--- src/rtl/lcrb_pkg.sv ---
// Lapped chunk ring buffer: shared package.
// Command, status, register and job codes, the queue job word and the
// configuration bundle. No dependencies.
package lcrb_pkg;

	localparam int DEF_MAX_SLOTS       = 64;
	localparam int DEF_MAX_CHUNK_BYTES = 64;
	localparam int DEF_LAP_BITS        = 32;

	localparam int QUEUE_DEPTH = 2;

	localparam logic [6:0] REG_RESET_VALUE = 7'd64;

	// input commands
	localparam logic [2:0] CMD_WRITE = 3'd0;
	localparam logic [2:0] CMD_READ  = 3'd1;
	localparam logic [2:0] CMD_AVAIL = 3'd2;
	localparam logic [2:0] CMD_POS   = 3'd3;
	localparam logic [2:0] CMD_CLEAR = 3'd4;

	// result status
	localparam logic [1:0] ST_OK    = 2'd0;
	localparam logic [1:0] ST_EMPTY = 2'd1;
	localparam logic [1:0] ST_BAD   = 2'd2;

	// register indexes
	localparam logic REG_CHUNK_SIZE = 1'b0;
	localparam logic REG_NODES      = 1'b1;

	// job kinds handed from front to back
	localparam logic [1:0] JOB_EMIT  = 2'd0;
	localparam logic [1:0] JOB_READ  = 2'd1;
	localparam logic [1:0] JOB_AVAIL = 2'd2;

	typedef struct packed {
		logic [1:0]  kind;
		logic [1:0]  status;
		logic [15:0] amount;
		logic [5:0]  res_slot;
		logic [31:0] res_lap;
		logic [5:0]  cs;
		logic [6:0]  wslot;
	} job_t;

	typedef struct packed {
		logic [6:0] chunk_size;
		logic [6:0] nodes;
		logic [6:0] fill;      // slots [0, fill) hold a written length
	} cfg_t;

	function automatic logic [6:0] clamp_reg(input logic [6:0] v, input int hi);
		logic [6:0] r;
		r = v;
		if (v == 7'd0)
			r = 7'd1;
		else if (int'(v) > hi)
			r = 7'(hi);
		return r;
	endfunction

endpackage

--- src/rtl/lcrb_front.sv ---
// Lapped chunk ring buffer: front end. Takes input words and config writes,
// keeps the writer position, stores written bytes and lengths, builds jobs.
// Depends on lcrb_pkg.
module lcrb_front #(
	parameter int MAX_SLOTS       = lcrb_pkg::DEF_MAX_SLOTS,
	parameter int MAX_CHUNK_BYTES = lcrb_pkg::DEF_MAX_CHUNK_BYTES,
	parameter int LAP_BITS        = lcrb_pkg::DEF_LAP_BITS,
	parameter int BA_W            = 12,
	parameter int LA_W            = 6
) (
	input  logic                clk,
	input  logic                arst_n,
	input  logic                in_valid,
	output logic                in_stall,
	input  logic [2:0]          command,
	input  logic [7:0]          data_byte,
	input  logic                last_byte,
	input  logic [5:0]          cursor_slot,
	input  logic [31:0]         cursor_lap,
	input  logic                cfg_valid,
	output logic                cfg_ready,
	input  logic                cfg_index,
	input  logic [6:0]          cfg_data,
	output logic                q_push,
	output lcrb_pkg::job_t      q_job,
	input  logic                q_full,
	input  logic                heavy_done,
	output lcrb_pkg::cfg_t      cfg_o,
	output logic                hold_o,
	output logic                bw_en,
	output logic [BA_W-1:0]     bw_addr,
	output logic [7:0]          bw_data,
	output logic                lw_en,
	output logic [LA_W-1:0]     lw_addr,
	output logic [6:0]          lw_data
);

	localparam int CMP_W = (LAP_BITS > 32) ? LAP_BITS : 32;
	localparam logic [CMP_W-1:0] LAP_MASK = {CMP_W{1'b1}} >> (CMP_W - LAP_BITS);

	logic [6:0]          chunk_q, nodes_q, fill_q;
	logic [6:0]          wslot_q, woff_q;
	logic [LAP_BITS-1:0] wlap_q;
	logic [15:0]         offered_q;
	logic                hold_q;

	logic                accept, push_c, heavy_c;
	lcrb_pkg::job_t      job_c;
	logic [6:0]          cs7, ns7, wslot_inc, woff_n;
	logic                cs_ok, same_lap, prev_lap, rd_wrap, ws_wrap, fits;
	logic [CMP_W-1:0]    cl_w, wl_w, lap_inc;
	logic [5:0]          res_ns;
	logic [31:0]         res_nl;
	logic [15:0]         offered_n;

	assign cfg_ready = 1'b1;
	assign in_stall  = hold_q || q_full;
	assign accept    = in_valid && !in_stall;
	assign hold_o    = hold_q;
	assign cfg_o     = '{chunk_size: chunk_q, nodes: nodes_q, fill: fill_q};

	assign cs7      = {1'b0, cursor_slot};
	assign cs_ok    = cs7 < nodes_q;
	assign cl_w     = CMP_W'(cursor_lap);
	assign wl_w     = CMP_W'(wlap_q);
	assign same_lap = cl_w == wl_w;
	// previous lap exists only once the writer has wrapped at least once
	assign prev_lap = (wlap_q != '0) && (cl_w == CMP_W'(wlap_q - 1'b1));

	assign ns7     = cs7 + 7'd1;
	assign rd_wrap = ns7 >= nodes_q;
	assign lap_inc = (cl_w + 1'b1) & LAP_MASK;
	assign res_ns  = rd_wrap ? 6'd0 : ns7[5:0];
	assign res_nl  = rd_wrap ? lap_inc[31:0] : cursor_lap;

	assign fits      = woff_q < chunk_q;
	assign woff_n    = fits ? woff_q + 7'd1 : woff_q;
	assign offered_n = (offered_q == 16'hFFFF) ? offered_q : offered_q + 16'd1;
	assign wslot_inc = wslot_q + 7'd1;
	assign ws_wrap   = wslot_inc >= nodes_q;

	always_comb begin
		job_c = '{kind: lcrb_pkg::JOB_EMIT, status: lcrb_pkg::ST_OK, amount: 16'd0,
			res_slot: cursor_slot, res_lap: cursor_lap, cs: cursor_slot, wslot: wslot_q};
		push_c  = 1'b1;
		heavy_c = 1'b0;
		unique case (command)
			lcrb_pkg::CMD_WRITE: begin
				push_c       = last_byte;
				job_c.amount = offered_n;
			end
			lcrb_pkg::CMD_READ: begin
				if (cs_ok && same_lap && cs7 == wslot_q) begin
					job_c.status = lcrb_pkg::ST_EMPTY;
				end else if (cs_ok && ((same_lap && cs7 < wslot_q) ||
						(prev_lap && cs7 > wslot_q))) begin
					heavy_c        = 1'b1;
					job_c.kind     = lcrb_pkg::JOB_READ;
					job_c.res_slot = res_ns;
					job_c.res_lap  = res_nl;
				end else begin
					job_c.status = lcrb_pkg::ST_BAD;
				end
			end
			lcrb_pkg::CMD_AVAIL: begin
				if (!cs_ok) begin
					job_c.status = lcrb_pkg::ST_BAD;
				end else if ((same_lap && cs7 < wslot_q) ||
						(prev_lap && cs7 > wslot_q)) begin
					heavy_c    = 1'b1;
					job_c.kind = lcrb_pkg::JOB_AVAIL;
				end
			end
			lcrb_pkg::CMD_POS: begin
				job_c.res_slot = wslot_q[5:0];
				job_c.res_lap  = wl_w[31:0];
			end
			lcrb_pkg::CMD_CLEAR: begin
				job_c.status = lcrb_pkg::ST_OK;
			end
			default: begin
				job_c.status = lcrb_pkg::ST_BAD;
			end
		endcase
	end

	assign q_push = accept && push_c;
	assign q_job  = job_c;

	assign bw_en   = accept && command == lcrb_pkg::CMD_WRITE && fits;
	assign bw_addr = BA_W'(wslot_q) * BA_W'(MAX_CHUNK_BYTES) + BA_W'(woff_q);
	assign bw_data = data_byte;
	assign lw_en   = accept && command == lcrb_pkg::CMD_WRITE && last_byte;
	assign lw_addr = LA_W'(wslot_q);
	assign lw_data = woff_n;

	always_ff @(posedge clk or negedge arst_n) begin
		if (!arst_n) begin
			chunk_q   <= lcrb_pkg::clamp_reg(lcrb_pkg::REG_RESET_VALUE, MAX_CHUNK_BYTES);
			nodes_q   <= lcrb_pkg::clamp_reg(lcrb_pkg::REG_RESET_VALUE, MAX_SLOTS);
			fill_q    <= '0;
			wslot_q   <= '0;
			wlap_q    <= '0;
			woff_q    <= '0;
			offered_q <= '0;
			hold_q    <= 1'b0;
		end else begin
			if (cfg_valid) begin
				if (cfg_index == lcrb_pkg::REG_CHUNK_SIZE)
					chunk_q <= lcrb_pkg::clamp_reg(cfg_data, MAX_CHUNK_BYTES);
				else
					nodes_q <= lcrb_pkg::clamp_reg(cfg_data, MAX_SLOTS);
				// every length falls back to chunk_size: forget written slots
				fill_q    <= '0;
				wslot_q   <= '0;
				wlap_q    <= '0;
				woff_q    <= '0;
				offered_q <= '0;
			end else if (accept) begin
				if (command == lcrb_pkg::CMD_WRITE) begin
					if (last_byte) begin
						woff_q    <= '0;
						offered_q <= '0;
						wslot_q   <= ws_wrap ? 7'd0 : wslot_inc;
						if (ws_wrap)
							wlap_q <= wlap_q + 1'b1;
						if (wslot_inc > fill_q)
							fill_q <= wslot_inc;
					end else begin
						woff_q    <= woff_n;
						offered_q <= offered_n;
					end
				end else if (command == lcrb_pkg::CMD_CLEAR) begin
					wslot_q   <= '0;
					wlap_q    <= '0;
					woff_q    <= '0;
					offered_q <= '0;
				end
				if (heavy_c)
					hold_q <= 1'b1;
			end
			if (heavy_done)
				hold_q <= 1'b0;
		end
	end

endmodule

--- config.mk ---
export PLATFORM = sky130hd
export DESIGN_NAME = lcrb_front
export DESIGN_NICKNAME = d
export VERILOG_FILES = /design/src/rtl/lcrb_pkg.sv /design/src/rtl/lcrb_front.sv
export SDC_FILE = /design/constraint.sdc
export NUM_CORES = 1
export LEC_CHECK = 0
export BUFFER_PORTS_ARGS = -buffer_cell sky130_fd_sc_hd__buf_2
export CORE_ASPECT_RATIO = 0.5
export CORE_MARGIN = 5
export CORE_UTILIZATION = 41
export DETAILED_ROUTE_END_ITERATION = 10
export RECOVER_POWER = 100
export SLEW_MARGIN = 20
export SYNTH_ARGS = -nofsm -noshare
export SYNTH_HDL_FRONTEND = slang
export SYNTH_SLANG_ARGS = --single-unit
--- constraint.sdc ---
create_clock -name clk -period 4.93 [get_ports clk]
set_clock_uncertainty 0.05 [all_clocks]
set_input_delay 0.2465 -clock clk [delete_from_list [all_inputs] [get_ports clk]]
set_output_delay 0.2465 -clock clk [all_outputs]
set_load 0.02 [all_outputs]
==> results by group, run 1 <==
Hold path
  – Hold_sp: cfg_data[6]
  – Worst min path class: in2reg

Clock network
  – CTS clock-pin slew for the worst setup and hold paths: 0.07 ns
  – Clock Tree Buf Depth: 2
  – Clock root cell: clkbuf_16
  – H-tree lvl count: 3
  – CTS buffer count: 9
  – CTS tree: done
  – CTS sink count: 84
  – Clk Latency, worst-skew pair: 0.37 ns

Placement
  – Placed cell area: 9750 um2
  – Setup Slack @ Placement: 0.381 ns
  – Post-DP HPWL: 24.9 mm
  – GP Congestion: 0.977
  – Port Buffers: 177

Floorplan
  – I/O Pins: 195
  – Die area: 24800 um2
  – Die Y: 114 um
  – Die span in x: 218 um
  – Area of the core: 21400 um2
  – # rows: 38
  – Starting Density: 41.3%

Timing
  – Fmax: 0.213 GHz
  – PnR worst setup slack: 0.238 ns
  – Final cycle utilization of the critical path: 95.2%
  – Slew @ Worst Pin: 3.13 ns
  – Setup_tns: 0 ns
  – Minimum clock period: 4.69 ns
  – Unrepaired setup endpoints after global routing: no
  – Slew headroom: -108%
  – Slew Limit Fails: 50
  – Final setup vio count: 0
  – Hold Vio Cnt, Final: 0

GRT
  – Total gr overflow: 0
  – Aggregate global-route resource usage: 25.7%
  – First-pass GRT wire length: 50.8 mm
  – Pin count of the biggest net entering global routing: 50
  – Vias in the first global route: 9042
  – Antenna violations before repair: 0

Layout
  – Layout cells sized above 1: 11.6%
  – N_diodes: 0
  – Post-layout net count: 1387
  – Synth-to-Final Area Change: 12.5%
  – Final Cell Area: 9970 um2
  – Commonest non-fill, non-tap cell in the layout: nor2_1
  – Most frequent cells in the layout: nor2_1, clkbuf_1, nand2_1, dfrtp_1, o21ai_0

Setup path
  – Worst-path fanout max: 14
  – Crit path DAT: 4.40 ns
  – Critical Path Start: wl_w[0]$_DFFE_PN0P_
  – CP Cell Sequence: inv_1 -> ha_2 -> nor4b_4 -> nand2_2 -> nor4b_4 -> mux2i_1 -> mux2i_1 -> mux2_2 -> o41a_1 -> buf_4 -> nor2_2 -> buf_4 -> a211oi_1 -> a311oi_1 -> clkbuf_2
  – Startpoint types: register
  – CP bufs+invs: 4
  – CP top delay family: simple AND/OR/NAND/NOR gates
  – CP Data Required Time: 4.63 ns
  – Worst path slowest cell: dfrtp_1
  – Slowest Stage Delay on Critical Path: 0.48 ns
  – Worst r2r src: wslot_q[0]$_DFFE_PN0P_
  – Worst setup EP type: output port
  – CP Class: reg2out

Drt
  – Vias per cell: 5.95
  – Drt total wl: 32.5 mm
  – Routed len/inst: 20.6 um
  – Pre-antenna DRT Iters: 5
  – Routed Antenna Nets: 0
  – Residual DRC: 0
  – Vias after detailed routing: 9399
  – Detailed Route Iter0 Violations: 791

Run status
  – Status: complete, but fails checks
  – Violated checks: capacitance limit, slew limit

Synth
  – Compound-cell area share of the yosys netlist: 18.7%
  – Post-synth ARST share: 100%
  – Number of synthesized flops with an enable pin: 0
  – Ys flop type: dfrtp_1
  – Mux cell area share after synthesis: 3.18%
  – Synth Area in XOR/XNOR: 9.40%
  – Post-Syn Area per Cell: 7.55 um2
  – FF+latch count, synth: 84
  – Post-synthesis cell type count: 77
  – Warning count from the yosys run: 0
  – Adder-Cell Fraction of Synth Area: 6.92%
  – Sequential share of the synthesized area: 23.8%
  – Mapped Cells: 1173
  – Share of synthesized cell area in and, or, nand and nor gates: 29.8%
  – Synthesized Nets: 1286
  – Largest family of logic cells by synthesized area: simple AND/OR/NAND/NOR gates
  – Cell area after synthesis: 8850 um2

Power and ir drop
  – Gate power share: 26.6%
  – Power per cell area: 193 nW/um2
  – Total power: 1.93 mW
  – P_leak: 4.25 nW
  – Worst vdd ir: 0.000187 V
  – Switch share: 36.3%
  – Flop pwr share: 37.4%
  – Psw: 699 uW
  – Clock Power Share: 36.0%
  – Int Power: 1.23 mW

Run
  – Max Cap Viol: 1
## state kept, by name, indices dropped and copies added (netlist names)
name,cells
chunk_q,7
fill_q,7
hold_o,1
nodes_q,7
offered_q,16
wl_w,32
woff_q,7
wslot_q,7
## power by group through the flow
stage,clock (mW),combinational (mW),sequential (mW)
after floorplan,0,0.318,0.746
after global placement,0,0.507,0.733
after detailed placement,0,0.513,0.733
after CTS,0.714,0.517,0.720
after global routing,0.738,0.559,0.723
final,0.695,0.512,0.720
## stage by stage
step	instances	utilization (%)	hold slack, ns
floorplan	1173	-	-0.0991
detailed placement	1556	45.4	0.309
global route	1579	46.5	0.129
global placement	1556	45.4	0.305
CTS	1574	46.9	0.105
finish	1579	46.5	0.118
## area by class of cell
cell class,count,area (um2)
multi-input combinational,927,6040
clock buffer,10,229
tap,300,375
fill,2216,11500
clock inverter,6,55.1
inverter,44,165
timing repair buffer,208,995
sequential,84,2100
## synth_stat cells (8+ instances only)
cell,n,area [um2]
nor2_1,123,462
nand2_1,91,342
dfrtp_1,82,2050
clkbuf_1,74,278
o21ai_0,71,355
nand3_1,66,330
xnor2_1,60,526
ha_1,49,613
and3_1,45,282
inv_1,43,161
a21oi_1,40,200
nand4_1,39,244
nor3_1,36,180
xor2_1,35,307
buf_4,28,210
o22ai_1,22,138
a311oi_1,19,166
mux2i_1,18,180
or3_1,17,106
nand2b_1,16,100
a21o_1,14,105
a211oi_1,13,97.6
nor4_1,13,81.3
and2_1,12,75.1
a31oi_1,11,68.8
buf_2,11,55.1
o31ai_1,10,75.1
mux2_2,9,101
and4_1,8,70.1
nor2b_1,8,50.1
## worst register-to-register path, cell delays in order (launching register included)
cell and delay (ns):
dfrtp_1 0.37, clkbuf_1 0.51, ha_1 0.34, xor2_1 0.37
ha_1 0.31, a21o_1 0.16, a21o_1 0.17, a21o_1 0.17
a21o_1 0.20, a211o_1 0.43, clkbuf_1 0.55, and4_1 0.44
xnor2_1 0.15, nor2_1 0.05
## repair_timing
action | CTS | global route
endpoints found under the setup margin | 7 | 26
setup buffers | 0 | 5
gates resized for setup | 0 | 3
pin swaps | 1 | 3
hold buffers | 2 | 0
hold endpoints to repair | 48 | 0
gates cloned | 0 | 0
## per-layer routing
layer	GRT usage, %	vias to the layer above	part of all wire (%)
li1	-	4420	-
met1	34.9	4597	45
met2	41.8	326	46
met3	5.30	56	6.2
met4	7.61	0	2.5
met5	0	-	0
## logic make-up after synthesis
family | Yosys count
adder cells (fa/ha/maj) | 49
multiplexers | 27
other | 1
AND/OR/NAND/NOR | 504
flip-flops | 84
AO/OA/AOI/OAI | 251
XOR/XNOR | 95
buffers and inverters | 162
## final timing paths
| path | cells past startpoint | to | slack [ns] |
|---|---|---|---|
| max | 15 | q_job[18] | 0.24 |
| min | 2 | nodes_q[0]$_DFFE_PN0P_ | 0.12 |
| max reg2reg | 13 | wl_w[21]$_DFFE_PN0P_ | 0.51 |
| min reg2reg | 2 | nodes_q[1]$_DFFE_PN0P_ | 0.46 |
| max in group asynchronous | 3 | offered_q[2]$_DFFE_PN0P_ | 1.24 |
| min in group asynchronous | 2 | wl_w[23]$_DFFE_PN0P_ | 1.40 |
(Power assumes the default switching activity.)
==> inputs of run 2 (changes only) <==
Settings changed: CELL_PAD_IN_SITES_DETAIL_PLACEMENT set to 0, CELL_PAD_IN_SITES_GLOBAL_PLACEMENT set to 1, PLACE_DENSITY_LB_ADDON set to 0.1.
==> run 2 against run 1 <==
  * The flow still finishes with violations (capacitance limit, slew limit)
  * Largest cell class unchanged
  * Critical path depth down 2
  * Routed wire length fell by 0.28%
  * Utilization stayed put
  * Critical endpoint is now q_job[28]
  * Highest routed layer is now met5
  * Die area unchanged
  * Global-route usage increased by 0.25 points
  * First-iteration DRC count is 12% higher
  * Register-to-register slack gained 0.33 ns
==> results by group, run 2 (same netlist as run 1, synthesis figures left out) <==
Layout
  – Layout cells sized above 1: 12.7% (+1.1 points)
  – Commonest non-fill, non-tap cell in the layout: nor2_1
  – Synth-to-Final Area Change: 12.5% (unchanged)
  – Post-layout net count: 1380 (-0.50%)
  – Most frequent cells in the layout: nor2_1, buf_2, nand2_1, clkbuf_1, dfrtp_1
  – Max reg flops: 32 (unchanged)
  – Fillers: 2263 (+2.1%)
  – Final non-filler cell total: 1573 (-0.38%)

GRT
  – Pin count of the biggest net entering global routing: 59 (+18%)
  – Antenna violations before repair: 3 (+3)
  – Total gr overflow: 0 (unchanged)
  – First-pass GRT wire length: 51.1 mm (+0.65%)
  – Vias in the first global route: 8801 (-2.7%)
  – Aggregate global-route resource usage: 26.0% (+0.25 points)

Hold path
  – Worst Hold Depth: 2 (unchanged)
  – Worst min path class: in2reg
  – Hold path endpoint: chunk_q[0]$_DFFE_PN0P_
  – Hold_sp: cfg_data[6]

Drt
  – Residual DRC: 0 (unchanged)
  – Pre-antenna DRT Iters: 5 (unchanged)
  – Drt total wl: 32.4 mm (-0.28%)
  – Vias per cell: 5.85 (-1.7%)
  – Detailed Route Iter0 Violations: 882 (+12%)
  – Routed Antenna Nets: 0 (unchanged)
  – Vias after detailed routing: 9200 (-2.1%)
  – Routed len/inst: 20.6 um (+0.10%)

Placement
  – Dpl cells: 1552 (-0.26%)
  – GP Congestion: 0.958 (-2.0%)
  – Setup Slack @ Placement: 0.452 ns (+0.0707 ns)
  – Post-DP HPWL: 24.7 mm (-0.90%)
  – Port Buffers: 177 (unchanged)

Floorplan
  – # rows: 38 (unchanged)
  – Die area: 24800 um2 (unchanged)
  – Starting Density: 41.3% (unchanged)
  – Die Y: 114 um (unchanged)
  – Area of the core: 21400 um2 (unchanged)
  – I/O Pins: 195 (unchanged)
  – Die span in x: 218 um (unchanged)

Clock network
  – CTS sink count: 84 (unchanged)
  – Clock root cell: clkbuf_16
  – Clock Tree Buf Depth: 2 (unchanged)
  – CTS clock-pin slew for the worst setup and hold paths: 0.07 ns (about the same)
  – H-tree lvl count: 3 (unchanged)
  – Clk Latency, worst-skew pair: 0.38 ns (about the same)
  – CTS tree: done
  – CTS buffer count: 9 (unchanged)

Timing
  – Final cycle utilization of the critical path: 96.5% (+1.3 points)
  – PnR worst setup slack: 0.174 ns (-0.0640 ns)
  – Slew @ Worst Pin: 1.63 ns (-1.49 ns)
  – Slew headroom: -8.93% (+100 points)
  – Slew Limit Fails: 87 (+74%)
  – Fmax: 0.210 GHz (-1.3%)
  – Setup_tns: 0 ns (unchanged)
  – Worst hold slack: 0.101 ns (-0.0169 ns)
  – Hold Vio Cnt, Final: 0 (unchanged)
  – Minimum clock period: 4.76 ns (+0.0640 ns)
  – Final setup vio count: 0 (unchanged)

Setup path
  – CP Data Required Time: 4.63 ns (about the same)
  – Slowest Stage Delay on Critical Path: 0.55 ns (+0.07 ns)
  – Worst R2R End: wl_w[21]$_DFFE_PN0P_
  – Worst reg2reg path depth: 12 (-1)
  – Most frequent CP cell: mux2i_1
  – Worst setup EP type: output port
  – CP Class: reg2out
  – Worst-path fanout max: 19 (+5)
  – CP Cell Sequence: nor4_1 -> nand4_2 -> nor4b_4 -> mux2i_1 -> mux2i_1 -> mux2_2 -> o41a_1 -> buf_4 -> nor2_2 -> buf_6 -> nand4_1 -> a211oi_1 -> buf_2
  – Worst path slowest cell: nor4_1
  – Crit path DAT: 4.46 ns (+0.06 ns)
  – Worst r2r src: wslot_q[0]$_DFFE_PN0P_
  – Register-to-register setup slack: 0.84 ns (+0.33 ns)
  – Startpoint types: register

Power and ir drop
  – P_leak: 4.27 nW (+0.49%)
  – Total power: 1.98 mW (+2.9%)
  – Power per cell area: 199 nW/um2 (+2.9%)
  – Worst vdd ir: 0.000203 V (+8.1%)

Run
  – Max Cap Viol: 2 (+1)

Run status
  – Violated checks: capacitance limit, slew limit
  – Status: complete, but fails checks
run 2: metal layers:
metal | GRT usage [%] | routed length (um) | up-vias
li1 | - | - | 4409
met1 | 37.3 | 15100 | 4444
met2 | 40.5 | 14600 | 313
met3 | 5.67 | 2280 | 32
met4 | 5.31 | 436 | 2
met5 | 0 | 13 | -
run 2: report_power, final:
part           total, mW  internal [mW]  switching, mW  leakage [nW]
combinational      0.508          0.170          0.338          2.96
sequential         0.722          0.705         0.0171          1.15
clock              0.752          0.403          0.349         0.153
total               1.98           1.28          0.704          4.27
run 2: cell type report:
cell class              count  area (um2)  area share, %
diodes                      1        2.50         0.0251
multi-input cells         927        6040           60.6
inverters                  44         165           1.66
clock buffers               9         225           2.26
clock inverters             7        81.3          0.816
repair buffers            201         970           9.73
well taps                 300         375           3.77
flip-flops and latches     84        2110           21.1
run 2: worst max path at each step:
stage,start,end,slack (ns),depth (start not counted)
finish,wl_w[14]$_DFFE_PN0P_,q_job[28],0.17,13
global placement,wl_w[0]$_DFFE_PN0P_,q_job[34],0.53,13
global route,wl_w[1]$_DFFE_PN0P_,q_job[25],-0.02,15
floorplan,wl_w[0]$_DFFE_PN0P_,q_job[40],0.73,14
detailed placement,wl_w[0]$_DFFE_PN0P_,q_job[34],0.45,13
CTS,wl_w[0]$_DFFE_PN0P_,q_job[34],0.04,13
run 2: per-stage QoR:
step / utilization (%) / area (um2)
6_report: 46.5 / 9970
2_1_floorplan: - / 8850
3_5_place_dp: 45.3 / 9720
3_3_place_gp: 45.3 / 9720
5_1_grt: 46.5 / 9970
4_1_cts: 46.8 / 10000
run 2: worst max-delay path, delay by kind of cell, from the launching register on:
| kind | cells | cell delay [ns] |
|---|---|---|
| AO/OA/AOI/OAI | 2 | 0.80 |
| buffers and inverters | 3 | 0.67 |
| flip-flops | 1 | 0.52 |
| multiplexers | 3 | 0.58 |
| AND/OR/NAND/NOR | 5 | 1.51 |
run 2: timing repair:
action / in CTS / in global routing
resized for setup: 0 / 5
hold buffers: 2 / 0
setup endpoints to repair: 0 / 31
setup buffers: 0 / 2
endpoints found under the hold margin: 27 / 0
==> inputs of run 3 (changes only) <==
Settings changed: ABC_AREA set to 1, CAP_MARGIN set to 20, CORE_UTILIZATION 41 to 39.
==> run 3 against run 2 <==
  * The run still ends with capacitance limit, slew limit left
  * Die area is 21% higher
  * Critical endpoint is now q_job[14]
  * Worst hold slack better by 0.019 ns
  * Sequential power hardly changed
  * Sequential share of layout area is 2.7 points lower
  * First-iteration DRC count is 19% higher
  * Critical path depth is 3 lower
==> results by group, run 3 <==
Run status
  – Status: complete, but fails checks
  – Violated checks: capacitance limit, slew limit

Floorplan
  – Die area: 29900 um2 (+21%)
  – # rows: 42 (+11%)
  – Die Y: 125 um (+9.6%)
  – I/O Pins: 195 (unchanged)
  – Starting Density: 39.2% (-2.1 points)
  – Area of the core: 26200 um2 (+22%)
  – Die span in x: 240 um (+10%)

Synth
  – Synthesized Nets: 1848 (+44%)
  – Ys flop type: dfrtp_1
  – Number of synthesized flops with an enable pin: 0 (unchanged)
  – Post-Syn Area per Cell: 5.93 um2 (-21%)
  – Top cells by instance count after synthesis: nand2_1, inv_1, nor2_1, nand3_1, dfrtp_1
  – Share of synthesized cell area in and, or, nand and nor gates: 41.6% (+12 points)
  – Sequential share of the synthesized area: 20.5% (-3.3 points)
  – Adder-Cell Fraction of Synth Area: 5.96% (-0.96 points)
  – Largest family of logic cells by synthesized area: simple AND/OR/NAND/NOR gates
  – Synth Area in XOR/XNOR: 6.39% (-3.0 points)
  – Top area cells in the synthesized netlist: dfrtp_1, nand2_1, inv_1, nand3_1, nor2_1
  – Warning count from the yosys run: 0 (unchanged)
  – Post-synth ARST share: 100% (unchanged)
  – Top-count cell post-synth: nand2_1
  – Synth area leader: dfrtp_1
  – Cell area after synthesis: 10300 um2 (+16%)
  – Compound-cell area share of the yosys netlist: 11.2% (-7.5 points)
  – Post-synthesis cell type count: 49 (-36%)
  – FF+latch count, synth: 84 (unchanged)
  – Mapped Cells: 1735 (+48%)
  – Yosys top cell area share: 20.0% (-3.2 points)
  – Mux cell area share after synthesis: 0.0973% (-3.1 points)

Power and ir drop
  – P_leak: 5.81 nW (+36%)
  – Power per cell area: 191 nW/um2 (-3.9%)
  – Worst vdd ir: 0.000126 V (-38%)

Drt
  – Routed Antenna Nets: 0 (unchanged)
  – Detailed Route Iter0 Violations: 1051 (+19%)
  – Vias per cell: 5.42 (-7.3%)
  – Vias after detailed routing: 12000 (+31%)
  – Residual DRC: 0 (unchanged)
  – Drt total wl: 44.2 mm (+36%)
  – Pre-antenna DRT Iters: 6 (+1)
  – Routed len/inst: 20.0 um (-3.2%)

Timing
  – Minimum clock period: 4.50 ns (-0.253 ns)
  – Hold Vio Cnt, Final: 0 (unchanged)
  – Worst hold slack: 0.120 ns (+0.0193 ns)
  – Fmax: 0.222 GHz (+5.6%)
  – Slew @ Worst Pin: 1.74 ns (+0.108 ns)
  – Final cycle utilization of the critical path: 91.4% (-5.1 points)
  – Final setup vio count: 0 (unchanged)
  – Unrepaired setup endpoints after global routing: no
  – Setup_tns: 0 ns (unchanged)
  – Slew Limit Fails: 66 (-24%)
  – Slew headroom: -16.1% (-7.2 points)
  – PnR worst setup slack: 0.426 ns (+0.253 ns)

Hold path
  – Worst min path class: in2reg
  – Hold path endpoint: nodes_q[4]$_DFFE_PN0P_
  – Hold_sp: cfg_data[4]
  – Worst Hold Depth: 3 (+1)

Placement
  – GP Congestion: 1.01 (+5.7%)
  – Dpl cells: 2197 (+42%)
  – Post-DP HPWL: 36.0 mm (+46%)
  – Setup Slack @ Placement: 0.579 ns (+0.127 ns)
  – Placed cell area: 11300 um2 (+16%)
  – Port Buffers: 177 (unchanged)

Setup path
  – Worst path slowest cell: nor4_1
  – Slowest Stage Delay on Critical Path: 1.09 ns (+0.54 ns)
  – CP top delay family: simple AND/OR/NAND/NOR gates
  – CP Class: reg2out
  – Worst reg2reg path depth: 19 (+7)
  – Worst-path fanout max: 22 (+3)
  – CP bufs+invs: 2 (-1)
  – Worst R2R End: wl_w[21]$_DFFE_PN0P_
  – Most frequent CP cell: nand2_1
  – Worst setup EP type: output port
  – Register-to-register setup slack: 0.60 ns (-0.24 ns)
  – CP Cell Sequence: xnor2_1 -> nand4_1 -> nor4_1 -> nand3_1 -> nand2_1 -> inv_1 -> nand2_1 -> nor2_1 -> o21bai_1 -> clkbuf_1
  – Startpoint types: register
  – Worst r2r src: wslot_q[0]$_DFFE_PN0P_
  – Crit path DAT: 4.21 ns (-0.25 ns)
  – CP Data Required Time: 4.63 ns (about the same)

Layout
  – Commonest non-fill, non-tap cell in the layout: nand2_1
  – Final Cell Area: 11400 um2 (+15%)
  – Synth-to-Final Area Change: 11.2%
  – Max reg flops: 32 (unchanged)
  – Final non-filler cell total: 2216 (+41%)
  – Most frequent cells in the layout: nand2_1, inv_1, nor2_1, nand3_1, clkbuf_1
  – Layout cells sized above 1: 6.28% (-6.4 points)
  – Post-layout net count: 1971 (+43%)

GRT
  – First-pass GRT wire length: 67.2 mm (+31%)
  – Vias in the first global route: 11400 (+29%)
  – Total gr overflow: 0 (unchanged)
  – Antenna violations before repair: 3 (unchanged)
  – Aggregate global-route resource usage: 28.8% (+2.9 points)
  – Pin count of the biggest net entering global routing: 66 (+12%)

Clock network
  – Clock root cell: clkbuf_16
  – Post-CTS sizing: 0 (unchanged)
  – Clk Latency, worst-skew pair: 0.36 ns (-0.02 ns)
  – Clock Tree Buf Depth: 2 (unchanged)
  – CTS tree: done
  – Post-CTS setup buffers: 0 (unchanged)
  – CTS buffer count: 9 (unchanged)
  – CTS clock-pin slew for the worst setup and hold paths: 0.07 ns (about the same)
  – H-tree lvl count: 3 (unchanged)
  – CTS sink count: 84 (unchanged)

Run
  – Max Cap Viol: 1 (-1)
-- run 3: cell types whose count changed in the layout (fill, tap and decap cells not counted), sizes merged, moves of 17 or more --
cell	before	now
nor2	124	210
xor2	35	58
inv	48	273
o22ai	22	68
nand3	66	164
xnor2	60	17
a311oi	19	0
nand2	92	468
buf	115	65
and3	45	1
clkbuf	93	133
mux2i	18	1
-- run 3: report_power, final --
part | internal (mW) | switching (mW)
Clock | 0.451 | 0.319
Combinational | 0.186 | 0.509
Sequential | 0.705 | 0.0139
-- run 3: worst max-delay path by stage --
stage / cells after the start / endpoint / startpoint
3_5_place_dp: 19 / wl_w[21]$_DFFE_PN0P_ / wslot_q[0]$_DFFE_PN0P_
2_1_floorplan: 17 / q_job[70] / wslot_q[2]$_DFFE_PN0P_
5_1_grt: 19 / wl_w[21]$_DFFE_PN0P_ / wslot_q[0]$_DFFE_PN0P_
4_1_cts: 19 / wl_w[21]$_DFFE_PN0P_ / wslot_q[0]$_DFFE_PN0P_
6_report: 10 / q_job[14] / wl_w[22]$_DFFE_PN0P_
3_3_place_gp: 19 / wl_w[21]$_DFFE_PN0P_ / wslot_q[0]$_DFFE_PN0P_
-- run 3: timing repair --
item | CTS | global route
setup endpoints to repair | 0 | 0
hold buffers | 2 | 0
endpoints found under the hold margin | 20 | 0
-- run 3: cell families (layout without fill, tap and decap cells) --
group | count (synthesis) | count (layout)
AND/OR/NAND/NOR | 971 | 971
buffers and inverters | 351 | 479
AO/OA/AOI/OAI | 203 | 203
flip-flops | 84 | 84
XOR/XNOR | 75 | 75
adder cells (fa/ha/maj) | 49 | 49
other | 1 | 2
multiplexers | 1 | 1
-- run 3: tightest hold or removal path: stages --
cell and delay (ns):
buf_2 0.11, nand2_1 0.07, o21ai_0 0.07
-- run 3: area by class of cell --
cell class,instances,area (um2)
fillers,3007,14800
multi-input cells,1300,6700
flip-flops and latches,84,2100
inverters,273,1020
repair buffers,190,831
well taps,352,440
clock buffers,10,229
clock inverters,6,96.3
diodes,1,2.50
-- run 3: through the flow --
stage	total power [mW]	utilization, %
floorplan	1.18	-
global placement	1.43	42.9
detailed placement	1.43	42.9
CTS	2.21	44.2
global route	2.31	43.6
finish	2.18	43.6
-- run 3: per-layer routing --
layer | up-vias | global-route usage [%] | part of all wire (%)
met5 | - | 2.19 | 0.24
met4 | 6 | 5.46 | 1.6
met3 | 57 | 9.45 | 10
met2 | 461 | 43.5 | 43
met1 | 5646 | 40.3 | 45
li1 | 5846 | - | -
